--- src/rtl/hrcd_pkg.sv ---
// Package for the HTTP request completion detector.
// Holds word types, status and method codes, character constants and pattern tables.
// No dependencies.
package hrcd_pkg;

  // Width of the accepted body length; values above 2^LENGTH_BITS - 1 are flagged
  localparam int LENGTH_BITS = 32;
  localparam int ACC_BITS    = LENGTH_BITS + 4;

  // Result status codes
  localparam logic [1:0] ST_WAITING  = 2'd0;
  localparam logic [1:0] ST_COMPLETE = 2'd1;
  localparam logic [1:0] ST_UNKNOWN  = 2'd2;
  localparam logic [1:0] ST_BAD_LEN  = 2'd3;

  // Method kinds (MK_UNKNOWN is internal only; reported as "not known")
  localparam logic [1:0] MK_PENDING  = 2'd0;
  localparam logic [1:0] MK_GET      = 2'd1;
  localparam logic [1:0] MK_POST     = 2'd2;
  localparam logic [1:0] MK_UNKNOWN  = 2'd3;

  // Length value phases per header spelling
  localparam logic [1:0] PH_IDLE     = 2'd0;
  localparam logic [1:0] PH_READING  = 2'd1;
  localparam logic [1:0] PH_GOOD     = 2'd2;
  localparam logic [1:0] PH_BAD      = 2'd3;

  // Characters
  localparam logic [7:0] CH_CR    = 8'h0D;
  localparam logic [7:0] CH_LF    = 8'h0A;
  localparam logic [7:0] CH_SPACE = 8'h20;
  localparam logic [7:0] CH_ZERO  = 8'h30;
  localparam logic [7:0] CH_NINE  = 8'h39;
  localparam logic [7:0] CH_C     = 8'h43;
  localparam logic [7:0] CH_G     = 8'h47;
  localparam logic [7:0] CH_P     = 8'h50;

  // Last index of the length header pattern
  localparam logic [3:0] LEN_PAT_LAST = 4'd15;
  // Prefix lengths
  localparam logic [2:0] GET_LEN  = 3'd4;
  localparam logic [2:0] POST_LEN = 3'd5;

  // Input word
  typedef struct packed {
    logic [7:0] data_byte;
    logic       start_of_request;
  } in_word_t;

  // Result word
  typedef struct packed {
    logic [1:0]  status;
    logic [1:0]  method;
    logic [31:0] content_length;
  } out_word_t;

  // Controls from the core to each length scanner
  typedef struct packed {
    logic       fire;
    logic       clear;
    logic       scan_en;
    logic       prev_cr;
    logic [7:0] data_byte;
  } scan_ctl_t;

  // Next-state view of one length scanner
  typedef struct packed {
    logic [1:0]             phase;
    logic [LENGTH_BITS-1:0] value;
  } scan_res_t;

  // "Content-Length: " / "Content-length: " by index
  function automatic logic [7:0] len_pat_byte(input logic [3:0] idx, input logic lower);
    logic [7:0] ch;
    case (idx)
      4'd0:    ch = "C";
      4'd1:    ch = "o";
      4'd2:    ch = "n";
      4'd3:    ch = "t";
      4'd4:    ch = "e";
      4'd5:    ch = "n";
      4'd6:    ch = "t";
      4'd7:    ch = "-";
      4'd8:    ch = lower ? 8'h6C : 8'h4C;
      4'd9:    ch = "e";
      4'd10:   ch = "n";
      4'd11:   ch = "g";
      4'd12:   ch = "t";
      4'd13:   ch = "h";
      4'd14:   ch = ":";
      default: ch = CH_SPACE;
    endcase
    return ch;
  endfunction

  // "GET "
  function automatic logic [7:0] get_byte(input logic [1:0] idx);
    logic [7:0] ch;
    case (idx)
      2'd0:    ch = CH_G;
      2'd1:    ch = "E";
      2'd2:    ch = "T";
      default: ch = CH_SPACE;
    endcase
    return ch;
  endfunction

  // "POST "
  function automatic logic [7:0] post_byte(input logic [2:0] idx);
    logic [7:0] ch;
    case (idx)
      3'd0:    ch = CH_P;
      3'd1:    ch = "O";
      3'd2:    ch = "S";
      3'd3:    ch = "T";
      default: ch = CH_SPACE;
    endcase
    return ch;
  endfunction

  // Low 32 bits of a length value, zero-extended when narrower
  function automatic logic [31:0] len_to_out(input logic [LENGTH_BITS-1:0] v);
    logic [95:0] w;
    w = 96'(v);
    return w[31:0];
  endfunction

endpackage

--- src/rtl/http_request_completion_detector_unit.sv ---
// HTTP request completion detector, top level.
// Holds the input word register and the result register around hrcd_core.
// Depends on hrcd_pkg and hrcd_core.
//
// Usage:
//   Request bytes enter on the in_ channel, one word per byte; start_of_request
//   marks the first byte of a new request and clears all per-request state.
//   Every accepted byte yields exactly one result word on the out_ channel:
//   status (waiting, complete, unknown method, missing or bad length), the
//   method seen so far, and the parsed body length once a POST header ends.
//   Once a verdict is given it is repeated for each further byte until the
//   next start_of_request.
// Timing:
//   A byte accepted into the input register is processed when it fires into
//   hrcd_core; its result is registered in the result register, which raises
//   out_valid. One byte per cycle is sustained while out_stall is low; the
//   per-byte work is one pass through the prefix matchers, the two header
//   scanners and their x10 accumulators.
// Reset and stall:
//   rst_n (synchronous, active low) empties both registers and clears the
//   request state. When out_stall holds the result register full, the input
//   register keeps its byte and in_stall rises once it is occupied as well.
module http_request_completion_detector_unit (
  input  logic                clk,
  input  logic                rst_n,
  input  logic                in_valid,
  output logic                in_stall,
  input  hrcd_pkg::in_word_t  in_word,
  output logic                out_valid,
  input  logic                out_stall,
  output hrcd_pkg::out_word_t out_word
);

  logic                in_full_r, in_full_nxt;
  hrcd_pkg::in_word_t  in_word_r;
  logic                out_valid_r, out_valid_nxt;
  hrcd_pkg::out_word_t out_word_r;
  hrcd_pkg::out_word_t core_result;
  logic                advance, fire, accept;

  // Handshake: process when the result register is free or being taken
  assign advance  = !out_valid_r || !out_stall;
  assign fire     = in_full_r && advance;
  assign in_stall = in_full_r && !advance;
  assign accept   = in_valid && !in_stall;

  always_comb begin
    in_full_nxt   = accept ? 1'b1 : (fire ? 1'b0 : in_full_r);
    out_valid_nxt = fire ? 1'b1 : (out_valid_r && out_stall);
  end

  hrcd_core u_core (
    .clk    (clk),
    .rst_n  (rst_n),
    .fire   (fire),
    .word   (in_word_r),
    .result (core_result)
  );

  // Control registers
  always_ff @(posedge clk) begin
    if (!rst_n) begin
      in_full_r   <= 1'b0;
      out_valid_r <= 1'b0;
    end else begin
      in_full_r   <= in_full_nxt;
      out_valid_r <= out_valid_nxt;
    end
  end

  // Payload registers
  always_ff @(posedge clk) begin
    if (accept) begin
      in_word_r <= in_word;
    end
    if (fire) begin
      out_word_r <= core_result;
    end
  end

  assign out_valid = out_valid_r;
  assign out_word  = out_word_r;

endmodule

--- src/rtl/hrcd_len_scan.sv ---
// Length header scanner for one spelling of the Content-Length header.
// Matches the header name, then accumulates the decimal value (x10 + digit).
// Depends on hrcd_pkg.
module hrcd_len_scan (
  input  logic               clk,
  input  logic               rst_n,
  input  hrcd_pkg::scan_ctl_t ctl,
  input  logic               lower_sel,
  output hrcd_pkg::scan_res_t res
);

  logic [3:0]                       prog_r, prog_c, prog_nxt;
  logic [1:0]                       phase_r, phase_c, phase_nxt;
  logic [hrcd_pkg::LENGTH_BITS-1:0] value_r, value_c, value_nxt;
  logic                             digit_r, digit_c, digit_nxt;
  logic [hrcd_pkg::ACC_BITS-1:0]    prod;
  logic [3:0]                       dval;
  logic                             digit_hit;

  // Start of request clears the scanner before the byte is applied
  always_comb begin
    prog_c  = ctl.clear ? 4'd0 : prog_r;
    phase_c = ctl.clear ? hrcd_pkg::PH_IDLE : phase_r;
    value_c = ctl.clear ? '0 : value_r;
    digit_c = ctl.clear ? 1'b0 : digit_r;
  end

  // Multiply-by-ten accumulate; overflow shows in the top four bits
  always_comb begin
    digit_hit = (ctl.data_byte >= hrcd_pkg::CH_ZERO) && (ctl.data_byte <= hrcd_pkg::CH_NINE);
    dval      = 4'(ctl.data_byte - hrcd_pkg::CH_ZERO);
    prod      = (hrcd_pkg::ACC_BITS'(value_c) << 3) + (hrcd_pkg::ACC_BITS'(value_c) << 1)
              + hrcd_pkg::ACC_BITS'(dval);
  end

  // Name match and value phases
  always_comb begin
    prog_nxt  = prog_c;
    phase_nxt = phase_c;
    value_nxt = value_c;
    digit_nxt = digit_c;
    if (ctl.scan_en) begin
      case (phase_c)
        hrcd_pkg::PH_IDLE: begin
          if (ctl.data_byte == hrcd_pkg::len_pat_byte(prog_c, lower_sel)) begin
            if (prog_c == hrcd_pkg::LEN_PAT_LAST) begin
              phase_nxt = hrcd_pkg::PH_READING;
              value_nxt = '0;
              digit_nxt = 1'b0;
              prog_nxt  = 4'd0;
            end else begin
              prog_nxt = prog_c + 4'd1;
            end
          end else begin
            prog_nxt = (ctl.data_byte == hrcd_pkg::CH_C) ? 4'd1 : 4'd0;
          end
        end
        hrcd_pkg::PH_READING: begin
          if (ctl.prev_cr) begin
            phase_nxt = (ctl.data_byte == hrcd_pkg::CH_LF && digit_c) ?
                        hrcd_pkg::PH_GOOD : hrcd_pkg::PH_BAD;
          end else if (digit_hit) begin
            if (prod[hrcd_pkg::ACC_BITS-1:hrcd_pkg::LENGTH_BITS] != 4'd0) begin
              phase_nxt = hrcd_pkg::PH_BAD;
            end else begin
              value_nxt = prod[hrcd_pkg::LENGTH_BITS-1:0];
              digit_nxt = 1'b1;
            end
          end else if (ctl.data_byte != hrcd_pkg::CH_CR) begin
            phase_nxt = hrcd_pkg::PH_BAD;
          end
        end
        default: ;
      endcase
    end
  end

  assign res.phase = phase_nxt;
  assign res.value = value_nxt;

  always_ff @(posedge clk) begin
    if (!rst_n) begin
      prog_r  <= 4'd0;
      phase_r <= hrcd_pkg::PH_IDLE;
      value_r <= '0;
      digit_r <= 1'b0;
    end else if (ctl.fire) begin
      prog_r  <= prog_nxt;
      phase_r <= phase_nxt;
      value_r <= value_nxt;
      digit_r <= digit_nxt;
    end
  end

endmodule

--- src/rtl/hrcd_core.sv ---
// Per-byte request state: method prefix, header terminator, body count, verdict.
// Instantiates two hrcd_len_scan units (both header spellings); depends on hrcd_pkg.
module hrcd_core (
  input  logic                clk,
  input  logic                rst_n,
  input  logic                fire,
  input  hrcd_pkg::in_word_t  word,
  output hrcd_pkg::out_word_t result
);

  logic [1:0]                       mk_r, mk_c, mk_nxt;
  logic [2:0]                       pp_r, pp_c, pp_nxt;
  logic [1:0]                       cand_r, cand_c, cand_nxt, cand_v;
  logic [1:0]                       term_r, term_c, term_nxt;
  logic                             hd_r, hd_c, hd_nxt;
  logic                             fin_r, fin_c, fin_nxt;
  logic [1:0]                       verdict_r, verdict_c, verdict_nxt;
  logic                             lok_r, lok_c, lok_nxt;
  logic [hrcd_pkg::LENGTH_BITS-1:0] chosen_r, chosen_c, chosen_nxt;
  logic [hrcd_pkg::LENGTH_BITS-1:0] body_r, body_c, body_nxt;
  logic                             clear, bad;
  logic [7:0]                       b;
  logic [1:0]                       eoh_phase;
  logic [hrcd_pkg::LENGTH_BITS-1:0] eoh_value;
  hrcd_pkg::scan_ctl_t              ctl;
  hrcd_pkg::scan_res_t              upper_res, lower_res;
  logic                             scan_en;

  assign clear = word.start_of_request;
  assign b     = word.data_byte;

  // State as seen by this byte (cleared on start of request)
  always_comb begin
    mk_c      = clear ? hrcd_pkg::MK_PENDING : mk_r;
    pp_c      = clear ? 3'd0 : pp_r;
    cand_c    = clear ? hrcd_pkg::MK_PENDING : cand_r;
    term_c    = clear ? 2'd0 : term_r;
    hd_c      = clear ? 1'b0 : hd_r;
    fin_c     = clear ? 1'b0 : fin_r;
    verdict_c = clear ? hrcd_pkg::ST_WAITING : verdict_r;
    lok_c     = clear ? 1'b0 : lok_r;
    chosen_c  = clear ? '0 : chosen_r;
    body_c    = clear ? '0 : body_r;
  end

  // Scanners see header bytes; if this byte breaks the method their state is moot
  assign scan_en = !fin_c && !hd_c;

  // Scanner controls
  always_comb begin
    ctl.fire      = fire;
    ctl.clear     = clear;
    ctl.scan_en   = scan_en;
    ctl.prev_cr   = term_c[0];
    ctl.data_byte = b;
  end

  hrcd_len_scan u_upper (
    .clk       (clk),
    .rst_n     (rst_n),
    .ctl       (ctl),
    .lower_sel (1'b0),
    .res       (upper_res)
  );

  hrcd_len_scan u_lower (
    .clk       (clk),
    .rst_n     (rst_n),
    .ctl       (ctl),
    .lower_sel (1'b1),
    .res       (lower_res)
  );

  // Lower-case spelling wins when it was seen
  always_comb begin
    if (lower_res.phase == hrcd_pkg::PH_IDLE) begin
      eoh_phase = upper_res.phase;
      eoh_value = upper_res.value;
    end else begin
      eoh_phase = lower_res.phase;
      eoh_value = lower_res.value;
    end
  end

  // Method, terminator, end of header and body count
  always_comb begin
    mk_nxt      = mk_c;
    pp_nxt      = pp_c;
    cand_nxt    = cand_c;
    term_nxt    = term_c;
    hd_nxt      = hd_c;
    fin_nxt     = fin_c;
    verdict_nxt = verdict_c;
    lok_nxt     = lok_c;
    chosen_nxt  = chosen_c;
    body_nxt    = body_c;
    bad         = 1'b0;
    cand_v      = cand_c;
    if (!fin_c) begin
      // method prefix
      if (mk_c == hrcd_pkg::MK_PENDING) begin
        if (pp_c == 3'd0) begin
          if (b == hrcd_pkg::CH_G) begin
            cand_v = hrcd_pkg::MK_GET;
          end else if (b == hrcd_pkg::CH_P) begin
            cand_v = hrcd_pkg::MK_POST;
          end else begin
            bad = 1'b1;
          end
        end
        if (!bad) begin
          if (cand_v == hrcd_pkg::MK_GET) begin
            if (b != hrcd_pkg::get_byte(pp_c[1:0])) begin
              bad = 1'b1;
            end else begin
              pp_nxt = pp_c + 3'd1;
              if (pp_nxt >= hrcd_pkg::GET_LEN) mk_nxt = hrcd_pkg::MK_GET;
            end
          end else begin
            if (pp_c > 3'd4 || b != hrcd_pkg::post_byte(pp_c)) begin
              bad = 1'b1;
            end else begin
              pp_nxt = pp_c + 3'd1;
              if (pp_nxt >= hrcd_pkg::POST_LEN) mk_nxt = hrcd_pkg::MK_POST;
            end
          end
        end
        cand_nxt = cand_v;
        if (bad) begin
          mk_nxt      = hrcd_pkg::MK_UNKNOWN;
          fin_nxt     = 1'b1;
          verdict_nxt = hrcd_pkg::ST_UNKNOWN;
        end
      end
      if (!fin_nxt) begin
        if (!hd_c) begin
          // header: track CR LF CR LF
          if (b == hrcd_pkg::CH_CR) begin
            term_nxt = (term_c == 2'd2) ? 2'd3 : 2'd1;
          end else if (b == hrcd_pkg::CH_LF && term_c[0]) begin
            if (term_c == 2'd3) begin
              term_nxt = 2'd0;
              hd_nxt   = 1'b1;
              if (mk_nxt == hrcd_pkg::MK_GET) begin
                fin_nxt     = 1'b1;
                verdict_nxt = hrcd_pkg::ST_COMPLETE;
              end else if (mk_nxt == hrcd_pkg::MK_POST) begin
                if (eoh_phase != hrcd_pkg::PH_GOOD) begin
                  fin_nxt     = 1'b1;
                  verdict_nxt = hrcd_pkg::ST_BAD_LEN;
                end else begin
                  lok_nxt    = 1'b1;
                  chosen_nxt = eoh_value;
                  if (eoh_value == '0) begin
                    fin_nxt     = 1'b1;
                    verdict_nxt = hrcd_pkg::ST_COMPLETE;
                  end
                end
              end
            end else begin
              term_nxt = 2'd2;
            end
          end else begin
            term_nxt = 2'd0;
          end
        end else if (mk_nxt == hrcd_pkg::MK_POST && lok_c) begin
          // body bytes
          body_nxt = body_c + hrcd_pkg::LENGTH_BITS'(1);
          if (body_nxt >= chosen_c) begin
            fin_nxt     = 1'b1;
            verdict_nxt = hrcd_pkg::ST_COMPLETE;
          end
        end
      end
    end
  end

  // Result word from the updated state
  always_comb begin
    result.status = verdict_nxt;
    result.method = (mk_nxt == hrcd_pkg::MK_GET || mk_nxt == hrcd_pkg::MK_POST) ?
                    mk_nxt : hrcd_pkg::MK_PENDING;
    result.content_length = (mk_nxt == hrcd_pkg::MK_POST && lok_nxt) ?
                            hrcd_pkg::len_to_out(chosen_nxt) : 32'd0;
  end

  always_ff @(posedge clk) begin
    if (!rst_n) begin
      mk_r      <= hrcd_pkg::MK_PENDING;
      pp_r      <= 3'd0;
      cand_r    <= hrcd_pkg::MK_PENDING;
      term_r    <= 2'd0;
      hd_r      <= 1'b0;
      fin_r     <= 1'b0;
      verdict_r <= hrcd_pkg::ST_WAITING;
      lok_r     <= 1'b0;
      chosen_r  <= '0;
      body_r    <= '0;
    end else if (fire) begin
      mk_r      <= mk_nxt;
      pp_r      <= pp_nxt;
      cand_r    <= cand_nxt;
      term_r    <= term_nxt;
      hd_r      <= hd_nxt;
      fin_r     <= fin_nxt;
      verdict_r <= verdict_nxt;
      lok_r     <= lok_nxt;
      chosen_r  <= chosen_nxt;
      body_r    <= body_nxt;
    end
  end

endmodule

--- config.mk ---
export PLATFORM = sky130hd
export DESIGN_NAME = http_request_completion_detector_unit
export DESIGN_NICKNAME = d
export VERILOG_FILES = /design/src/rtl/hrcd_pkg.sv /design/src/rtl/http_request_completion_detector_unit.sv /design/src/rtl/hrcd_len_scan.sv /design/src/rtl/hrcd_core.sv
export SDC_FILE = /design/constraint.sdc
export NUM_CORES = 1
export LEC_CHECK = 0
export ABC_AREA = 1
export BUFFER_PORTS_ARGS = -buffer_cell sky130_fd_sc_hd__buf_2
export CORE_ASPECT_RATIO = 0.75
export CORE_UTILIZATION = 55
export DETAILED_ROUTE_END_ITERATION = 7
export GPL_TIMING_DRIVEN = 0
export HOLD_SLACK_MARGIN = 0.02
export PLACE_DENSITY = 0.76
export SLEW_MARGIN = 30
export SYNTH_ARGS = -nofsm -noshare
export SYNTH_HDL_FRONTEND = slang
export SYNTH_SLANG_ARGS = --single-unit
--- constraint.sdc ---
create_clock -name clk -period 7.5 [get_ports clk]
set_input_delay 1.125 -clock clk [delete_from_list [all_inputs] [get_ports clk]]
set_output_delay 1.125 -clock clk [all_outputs]
set_load 0.02 [all_outputs]
==> results.md, run 1 <==
* Status: complete, no violations
* Post-DP Area at 22200 um2
* Yosys cell types at 58
* # port buffers at 49
* Syn Nets at 3769
* Post-DP HPWL at 63330 um
* Iteration-0 DRC Markers at 3958
* Cell Area, Synth at 21310 um2
* DIE AREA at 39550 um2
* TritonCTS buffer count at 22
* GRT overflow at 0
* Die H at 172.5 um
* Cell Pwr Density at 140.0 nW/um2
* Post-Synthesis Cells at 3579
* Die Wd at 229.3 um
* Via count at 24740
* Antenna violations before repair at 0
* First-pass GRT wire length at 121300 um
* Clk_skew at 20.01 ps
* Max stage delay cell, worst path: clkbuf_1
* # H-tree levels at 1
* Synth top area share at 18.12%
* Area growth, synth to finish at 7.608%
* DR pass1 iterations at 8
* Max-slew violation count at 0
* Fin worst setup slack at 217.0 ps
* M1 wire length at 34580 um
* Total power at 3212 uW
* Maximum clock rate at 0.1373 GHz
* WL met3 at 12920 um
* Routability Congestion at 1.084
* Fin crit share at 97.11%
* Final instance area at 22940 um2
* Top Layer Used: met4
* Residual DRC at 0
* Vias per Instance at 5.918
* # fillers at 3908
* Syn Area/Cell at 5.955 um2
* Clk_lat worst skew at 540 ps
* All-Layer GR Usage at 39.47%
* CTS tree: built
* Asr flop ratio synth at 0%
* Maximum vdd ir drop at 157.0 uV
* Crit end category: flip-flop
* Leakage at 0.01165 uW
* Yosys top cell by area: nand2_1
* Yosys warns at 0
* Sink Count at 203
* Register area at 4514 um2
* DRT Wirelength at 80490 um
* Synth cell count leaders: nand2_1, inv_1, nor2_1
* Seq cells post-synth at 203
* Share of cells above drive strength 1 at 5.318%
* Post-place setup slack at -483.3 ps
* Ranking of synthesized cells by area: nand2_1, dfxtp_1, ha_1
* WL/cell at 19.26 um
* Top Family by Delay on Critical Path: simple AND/OR/NAND/NOR gates
* Core area at 38240 um2
* Min Tclk post-route at 7283 ps
* Final hold vios at 0
* Startpoint types: flip-flop
* Final setup vio count at 0
* Max incr delay on CP at 520 ps
* Setup_tns at 0 ps
* Initial core utilization at 55.73%
* Normalized max-slew margin at 30.24%
* Vias in the first global route at 21330
* Critical path class: reg2reg
* DR WL met2 at 30740 um
* Most numerous cell in the Yosys netlist: nand2_1
* Worst endpoint required time at 7770 ps
* Final nets at 3841
* Root buf cell: clkbuf_16
* Critical path data arrival time at 7560 ps
* Finished Layout Cells at 4180
* Placed cell count at 4140
* Row count at 62
* I/O pins at 51
* Pin count of the biggest net entering global routing at 46
* Post-DRT Antenna Nets at 0
* Reg clk slew, reported paths at 60 ps
* Max Cap Violations at 0
* WP buf/inv at 7
* Post-CTS Setup Inserts at 0
* Number of flops mapped to enable cells by yosys at 45
* CP most frequent cell: nand2_1
* Top fanout value on the critical path at 19
* Worst Hold Class: reg2reg
* Multi-input gate area at 14310 um2
* Top FF cell, synth: dfxtp_1
* Sequential-to-total area share from yosys stat at 21.18%
* Worst Max-Slew Pin Slew at 1046 ps
* Clock tree buffer depth at 3
-- repair_timing --
action,CTS,global route
endpoints found under the setup margin,58,37
resized for setup,2,10
hold endpoints to repair,0,0
hold buffers,0,0
-- cell families (layout without fill, tap and decap cells) --
| logic type | after synthesis | count (layout) | synth area share (%) |
|---|---|---|---|
| AO/OA/AOI/OAI | 690 | 690 | 18.17 |
| XOR/XNOR | 81 | 81 | 3.328 |
| adder cells (fa/ha/maj) | 177 | 177 | 10.50 |
| buffers and inverters | 640 | 728 | 11.68 |
| flip-flops | 203 | 203 | 21.18 |
| other | 0 | 1 | 0 |
| AND/OR/NAND/NOR | 1788 | 1788 | 35.14 |
-- cell usage in the layout, fill, tap and decap left out, drive strengths merged, types with 2 or more instances in the layout --
cell type  instances
or2                8
clkinv             9
o22ai              2
buf               97
a21boi             3
nor4               9
and2               2
ha               174
nor3              39
a221oi            26
dfxtp            158
xor2              54
xnor2             27
o21bai            13
a31oi             24
nor3b              5
edfxtp            45
and3               4
nand3            251
o31ai              2
a211oi             3
inv              495
clkbuf           124
a2111oi            2
clkinvlp           2
o21ai            206
a21oi            332
o211ai            68
nand4             37
o2111ai            3
fa                 3
nand3b             8
nor2             385
nand2           1040
a22oi              2
-- state kept, by name, summed over array words and instances, names as in the netlist, 2 cells and up --
signal and flops:
in_word_r 9, u_core.u_upper.phase_r 2, out_word 36, u_core.chosen_r 32, u_core.body_r 32, u_core.u_lower.phase_r 2, u_core.mk_r 2, u_core.pp_r 3
u_core.term_r 2, u_core.cand_r 2, u_core.u_lower.value_r 32, u_core.u_upper.value_r 32, u_core.verdict_r 2, u_core.u_lower.prog_r 4, u_core.u_upper.prog_r 4
-- per-stage QoR --
stage / hold WS (ps) / util (%)
floorplan: 445.3 / -
global placement: 455.4 / 58.05
detailed placement: 458.9 / 58.06
CTS: 467.7 / 59.95
global route: 489.2 / 59.97
finish: 467.1 / 59.97
-- power breakdown --
group / internal, uW / total [uW] / switching, uW
Clock: 628 / 1130 / 500
Combinational: 243 / 867 / 624
Sequential: 1180 / 1220 / 34.1
-- worst min-delay path, delay by kind of cell (launching register included) --
| kind | cells | cell delay (ps) |
|---|---|---|
| DFF | 1 | 310 |
| AOI/OAI and AO/OA | 1 | 60 |
| and+or+nand+nor | 1 | 60 |
-- path summary, 6_finish.rpt --
kind | endpoint | slack, ps | start | cells past startpoint
setup / recovery | out_word[35] | 220 | in_word_r[0] | 38
hold / removal | u_core.u_upper.prog_r[0] | 470 | u_core.u_upper.prog_r[0] | 2
setup reg to reg | out_word[35] | 220 | in_word_r[0] | 38
hold reg to reg | u_core.u_upper.prog_r[0] | 470 | u_core.u_upper.prog_r[0] | 2
-- layout make-up --
class | count | share of cell area, %
Buffer | 143 | 2.782
Timing Repair Buffer | 49 | 1.069
Tap cell | 512 | 2.793
Inverter | 496 | 8.117
Clock inverter | 11 | 0.4146
Sequential cell | 203 | 19.68
Multi-Input combinational cell | 2736 | 62.39
Antenna cell | 1 | 0.01091
Clock buffer | 29 | 2.739
-- layer usage --
layer | global-route usage, % | vias up
li1 | - | 11840
met5 | 0 | -
met1 | 56.83 | 11060
met2 | 55.61 | 1660
met3 | 13.23 | 173
met4 | 9.507 | 0
No activity file was read; power rests on OpenSTA's default activity.
==> run 2: changes to the inputs <==
--- a/config.mk
+++ b/config.mk
@@ -5,14 +5,13 @@
 export SDC_FILE = /design/constraint.sdc
 export NUM_CORES = 1
 export LEC_CHECK = 0
-export ABC_AREA = 1
 export BUFFER_PORTS_ARGS = -buffer_cell sky130_fd_sc_hd__buf_2
 export CORE_ASPECT_RATIO = 0.75
 export CORE_UTILIZATION = 55
 export DETAILED_ROUTE_END_ITERATION = 7
 export GPL_TIMING_DRIVEN = 0
 export HOLD_SLACK_MARGIN = 0.02
-export PLACE_DENSITY = 0.76
+export PLACE_DENSITY = 0.77
 export SLEW_MARGIN = 30
 export SYNTH_ARGS = -nofsm -noshare
 export SYNTH_HDL_FRONTEND = slang
==> run 2 against run 1 <==
Sequential share of layout area up 3.2 points. Final cell count shrank 33%. Sequential cell count unchanged. Power fell by 12%. Clock skew grew 2.5 ps. Cell area fell by 14%. Sequential power fell by 3%. Clock power grew 4%. Largest cell class unchanged. Largest power group unchanged.
==> results.md, run 2 <==
* Status: complete, no violations
* Antenna diode instance count at 0 (-1)
* Top fanout value on the critical path at 28 (+9)
* Critical path data arrival time at 7660 ps (+100 ps)
* Maximum vdd ir drop at 162.1 uV (+3.2%)
* Syn Nets at 2477 (-34%)
* Global-route met3 utilization at 11.99% (-1.2 points)
* First-pass GRT wire length at 104800 um (-14%)
* Die H at 157.5 um (-8.7%)
* Row count at 56 (-9.7%)
* WHS at 466.5 ps (-0.6620 ps)
* Synth top area share at 17.83% (-0.29 points)
* WL/cell at 25.23 um (+31%)
* Post-Synthesis Cells at 2287 (-36%)
* I/O pins at 51 (unchanged)
* Normalized max-slew margin at 31.33% (+1.1 points)
* RSZ-0062 raised after global routing: false
* Final setup vio count at 0 (unchanged)
* Top FF cell, synth: dfxtp_1
* Antenna violations before repair at 0 (unchanged)
* TritonCTS buffer count at 23 (+4.5%)
* Max-slew violation count at 0 (unchanged)
* Worst endpoint required time at 7780 ps (about the same)
* Placed cell count at 2744 (-34%)
* Hold EP: u_core.u_upper.value_r[20]
* Startpoint types: flip-flop
* Via count at 19110 (-23%)
* Most common cell after layout, fill and taps aside: nor2_1
* # fillers at 2829 (-28%)
* Most numerous cell in the Yosys netlist: nor2_1
* Clk_lat worst skew at 550 ps (about the same)
* R2R Setup Slk at 120 ps (-100 ps)
* Residual DRC at 0 (unchanged)
* Synth cell count leaders: nor2_1, nand2_1, a21oi_1
* # H-tree levels at 1 (unchanged)
* Crit Reg-Reg Endpoint: out_word[35]
* Yosys warns at 0 (unchanged)
* Worst Hold Class: reg2reg
* Min Tclk post-route at 7384 ps (+100.7 ps)
* Yosys cell types at 102 (+76%)
* # port buffers at 50 (+2.0%)
* Critical path class: reg2reg
* Root buf cell: clkbuf_16
* DRT Wirelength at 70450 um (-12%)
* Reg clk slew, reported paths at 70 ps (about the same)
* Cell Pwr Density at 143.8 nW/um2 (+2.7%)
* Post-DP Area at 18530 um2 (-17%)
* GRT overflow at 0 (unchanged)
* Number of flops mapped to enable cells by yosys at 45 (unchanged)
* Reg-to-reg startpoint: in_word_r[0]
* Crit end category: flip-flop
* CTS tree: built
* DR pass1 iterations at 6 (-2)
* Most frequent cells in the layout: nor2_1, nand2_1, a21oi_1, ha_1, dfxtp_1
* WHS Path Cells at 2 (unchanged)
* Clk_skew at 22.48 ps (+2.469 ps)
* Post-DRT Antenna Nets at 0 (unchanged)
* Seq cells post-synth at 203 (unchanged)
* Asr flop ratio synth at 0% (unchanged)
* GRT busiest layer: met2
* All-Layer GR Usage at 41.87% (+2.4 points)
* CTS Hold Bufs at 0 (unchanged)
* Syn Area/Cell at 7.757 um2 (+30%)
* Ranking of synthesized cells by area: dfxtp_1, ha_1, edfxtp_1
* Core area at 31530 um2 (-18%)
* Vias per Instance at 6.845 (+16%)
* Max reg flops at 36 (unchanged)
* Maximum clock rate at 0.1354 GHz (-1.4%)
* Die Wd at 209.4 um (-8.7%)
* Clock tree buffer depth at 3 (unchanged)
* Met2 Resource Use GR at 59.63% (+4.0 points)
* Worst R2R Path Depth at 25 (-34%)
* Final hold vios at 0 (unchanged)
* Pin count of the biggest net entering global routing at 46 (unchanged)
* DIE AREA at 32990 um2 (-17%)
* Initial core utilization at 56.27% (+0.53 points)
* Sink Count at 203 (unchanged)
* Post-DP HPWL at 54580 um (-14%)
* Routability Congestion at 1.046 (-3.5%)
* Final instance area at 19700 um2 (-14%)
* Total power at 2832 uW (-12%)
* Share of cells above drive strength 1 at 10.10% (+4.8 points)
* GRT met1 Usage at 59.62% (+2.8 points)
* Worst hold start: u_core.u_upper.value_r[20]
* Vias in the first global route at 17240 (-19%)
* Area growth, synth to finish at 11.05%
* Sequential-to-total area share from yosys stat at 25.45% (+4.3 points)
* Worst Max-Slew Pin Slew at 1030 ps (-16.40 ps)
* Leakage at 0.007871 uW (-32%)
* Max Cap Violations at 0 (unchanged)
* Fin crit share at 98.45% (+1.3 points)
* Iteration-0 DRC Markers at 2850 (-28%)
* Yosys top cell by area: dfxtp_1
* Final nets at 2560 (-33%)
* Finished Layout Cells at 2792 (-33%)
* Cell Area, Synth at 17740 um2 (-17%)
==> run 2: kinds of logic after synthesis <==
logic type / synth area share (%)
AND/OR/NAND/NOR: 24.25
AO/OA/AOI/OAI: 26.11
flip-flops: 25.45
adder cells (fa/ha/maj): 12.61
buffers and inverters: 4.076
XOR/XNOR: 5.233
multiplexers: 2.278
==> run 2: worst max-delay path, cell delays in order, from the launching register on <==
cell       delay (ps)
edfxtp_1          460
buf_6             190
buf_4             200
buf_8             260
clkbuf_8          270
buf_6             210
clkbuf_8          250
clkbuf_4          260
nor2b_1           120
ha_1              310
ha_1              400
o211ai_1          140
o211ai_1          330
nand3_1           270
a2111oi_4         460
o311a_1           250
nand4_2           260
nor2_4            240
mux2_2            380
a22oi_2           270
a21oi_1           270
or4b_1            570
nor3_1            290
nand4_1           180
nand3_1           140
nand2_1            90
==> run 2: repair_timing <==
| item | 4_1_cts | 5_1_grt |
|---|---|---|
| endpoints found under the setup margin | 138 | 70 |
| resized for setup | 67 | 32 |
| pin swaps | 7 | 5 |
| buffers inserted | 9 | 3 |
==> run 2: final cells by class <==
cell class | instances | area, um2 | area share [%]
multi-input combinational | 1908 | 12790 | 64.92
clock inverter | 9 | 126.4 | 0.6414
sequential | 203 | 4514 | 22.91
buffer | 128 | 631.9 | 3.207
tap | 406 | 508.0 | 2.578
inverter | 43 | 162.7 | 0.8256
clock buffer | 32 | 619.3 | 3.144
timing repair buffer | 63 | 347.8 | 1.766
==> run 2: how the worst max path moves through the flow <==
stage | cells after the start | start | slack, ps | end
detailed placement | 27 | in_word_r[0] | -2950 | out_word[35]
global route | 24 | in_word_r[0] | 70 | out_word[34]
global placement | 28 | in_word_r[0] | -3050 | out_word[34]
CTS | 28 | in_word_r[0] | 8 | out_word[34]
finish | 25 | in_word_r[0] | 120 | out_word[35]
floorplan | 27 | in_word_r[0] | 720 | out_word[35]
==> run 2: per-layer routing <==
metal / share of wire, % / vias to the layer above
met5: 0 / -
met4: 3.7 / 0
met3: 14 / 169
met2: 40 / 1288
met1: 43 / 9080
li1: - / 8575
==> run 2: report_power, final <==
part | internal (uW) | switching (uW)
registers | 1150 | 24.5
clock network | 681 | 499
logic | 137 | 337
==> run 2: metrics by stage <==
step | util [%] | setup TNS (ps) | setup WS (ps)
floorplan | - | 0 | 715.8
global route | 62.48 | 0 | 74.15
detailed placement | 58.76 | -260660 | -2949
global placement | 58.67 | -259650 | -3053
finish | 62.48 | 0 | 116.3
CTS | 62.19 | 0 | 7.537
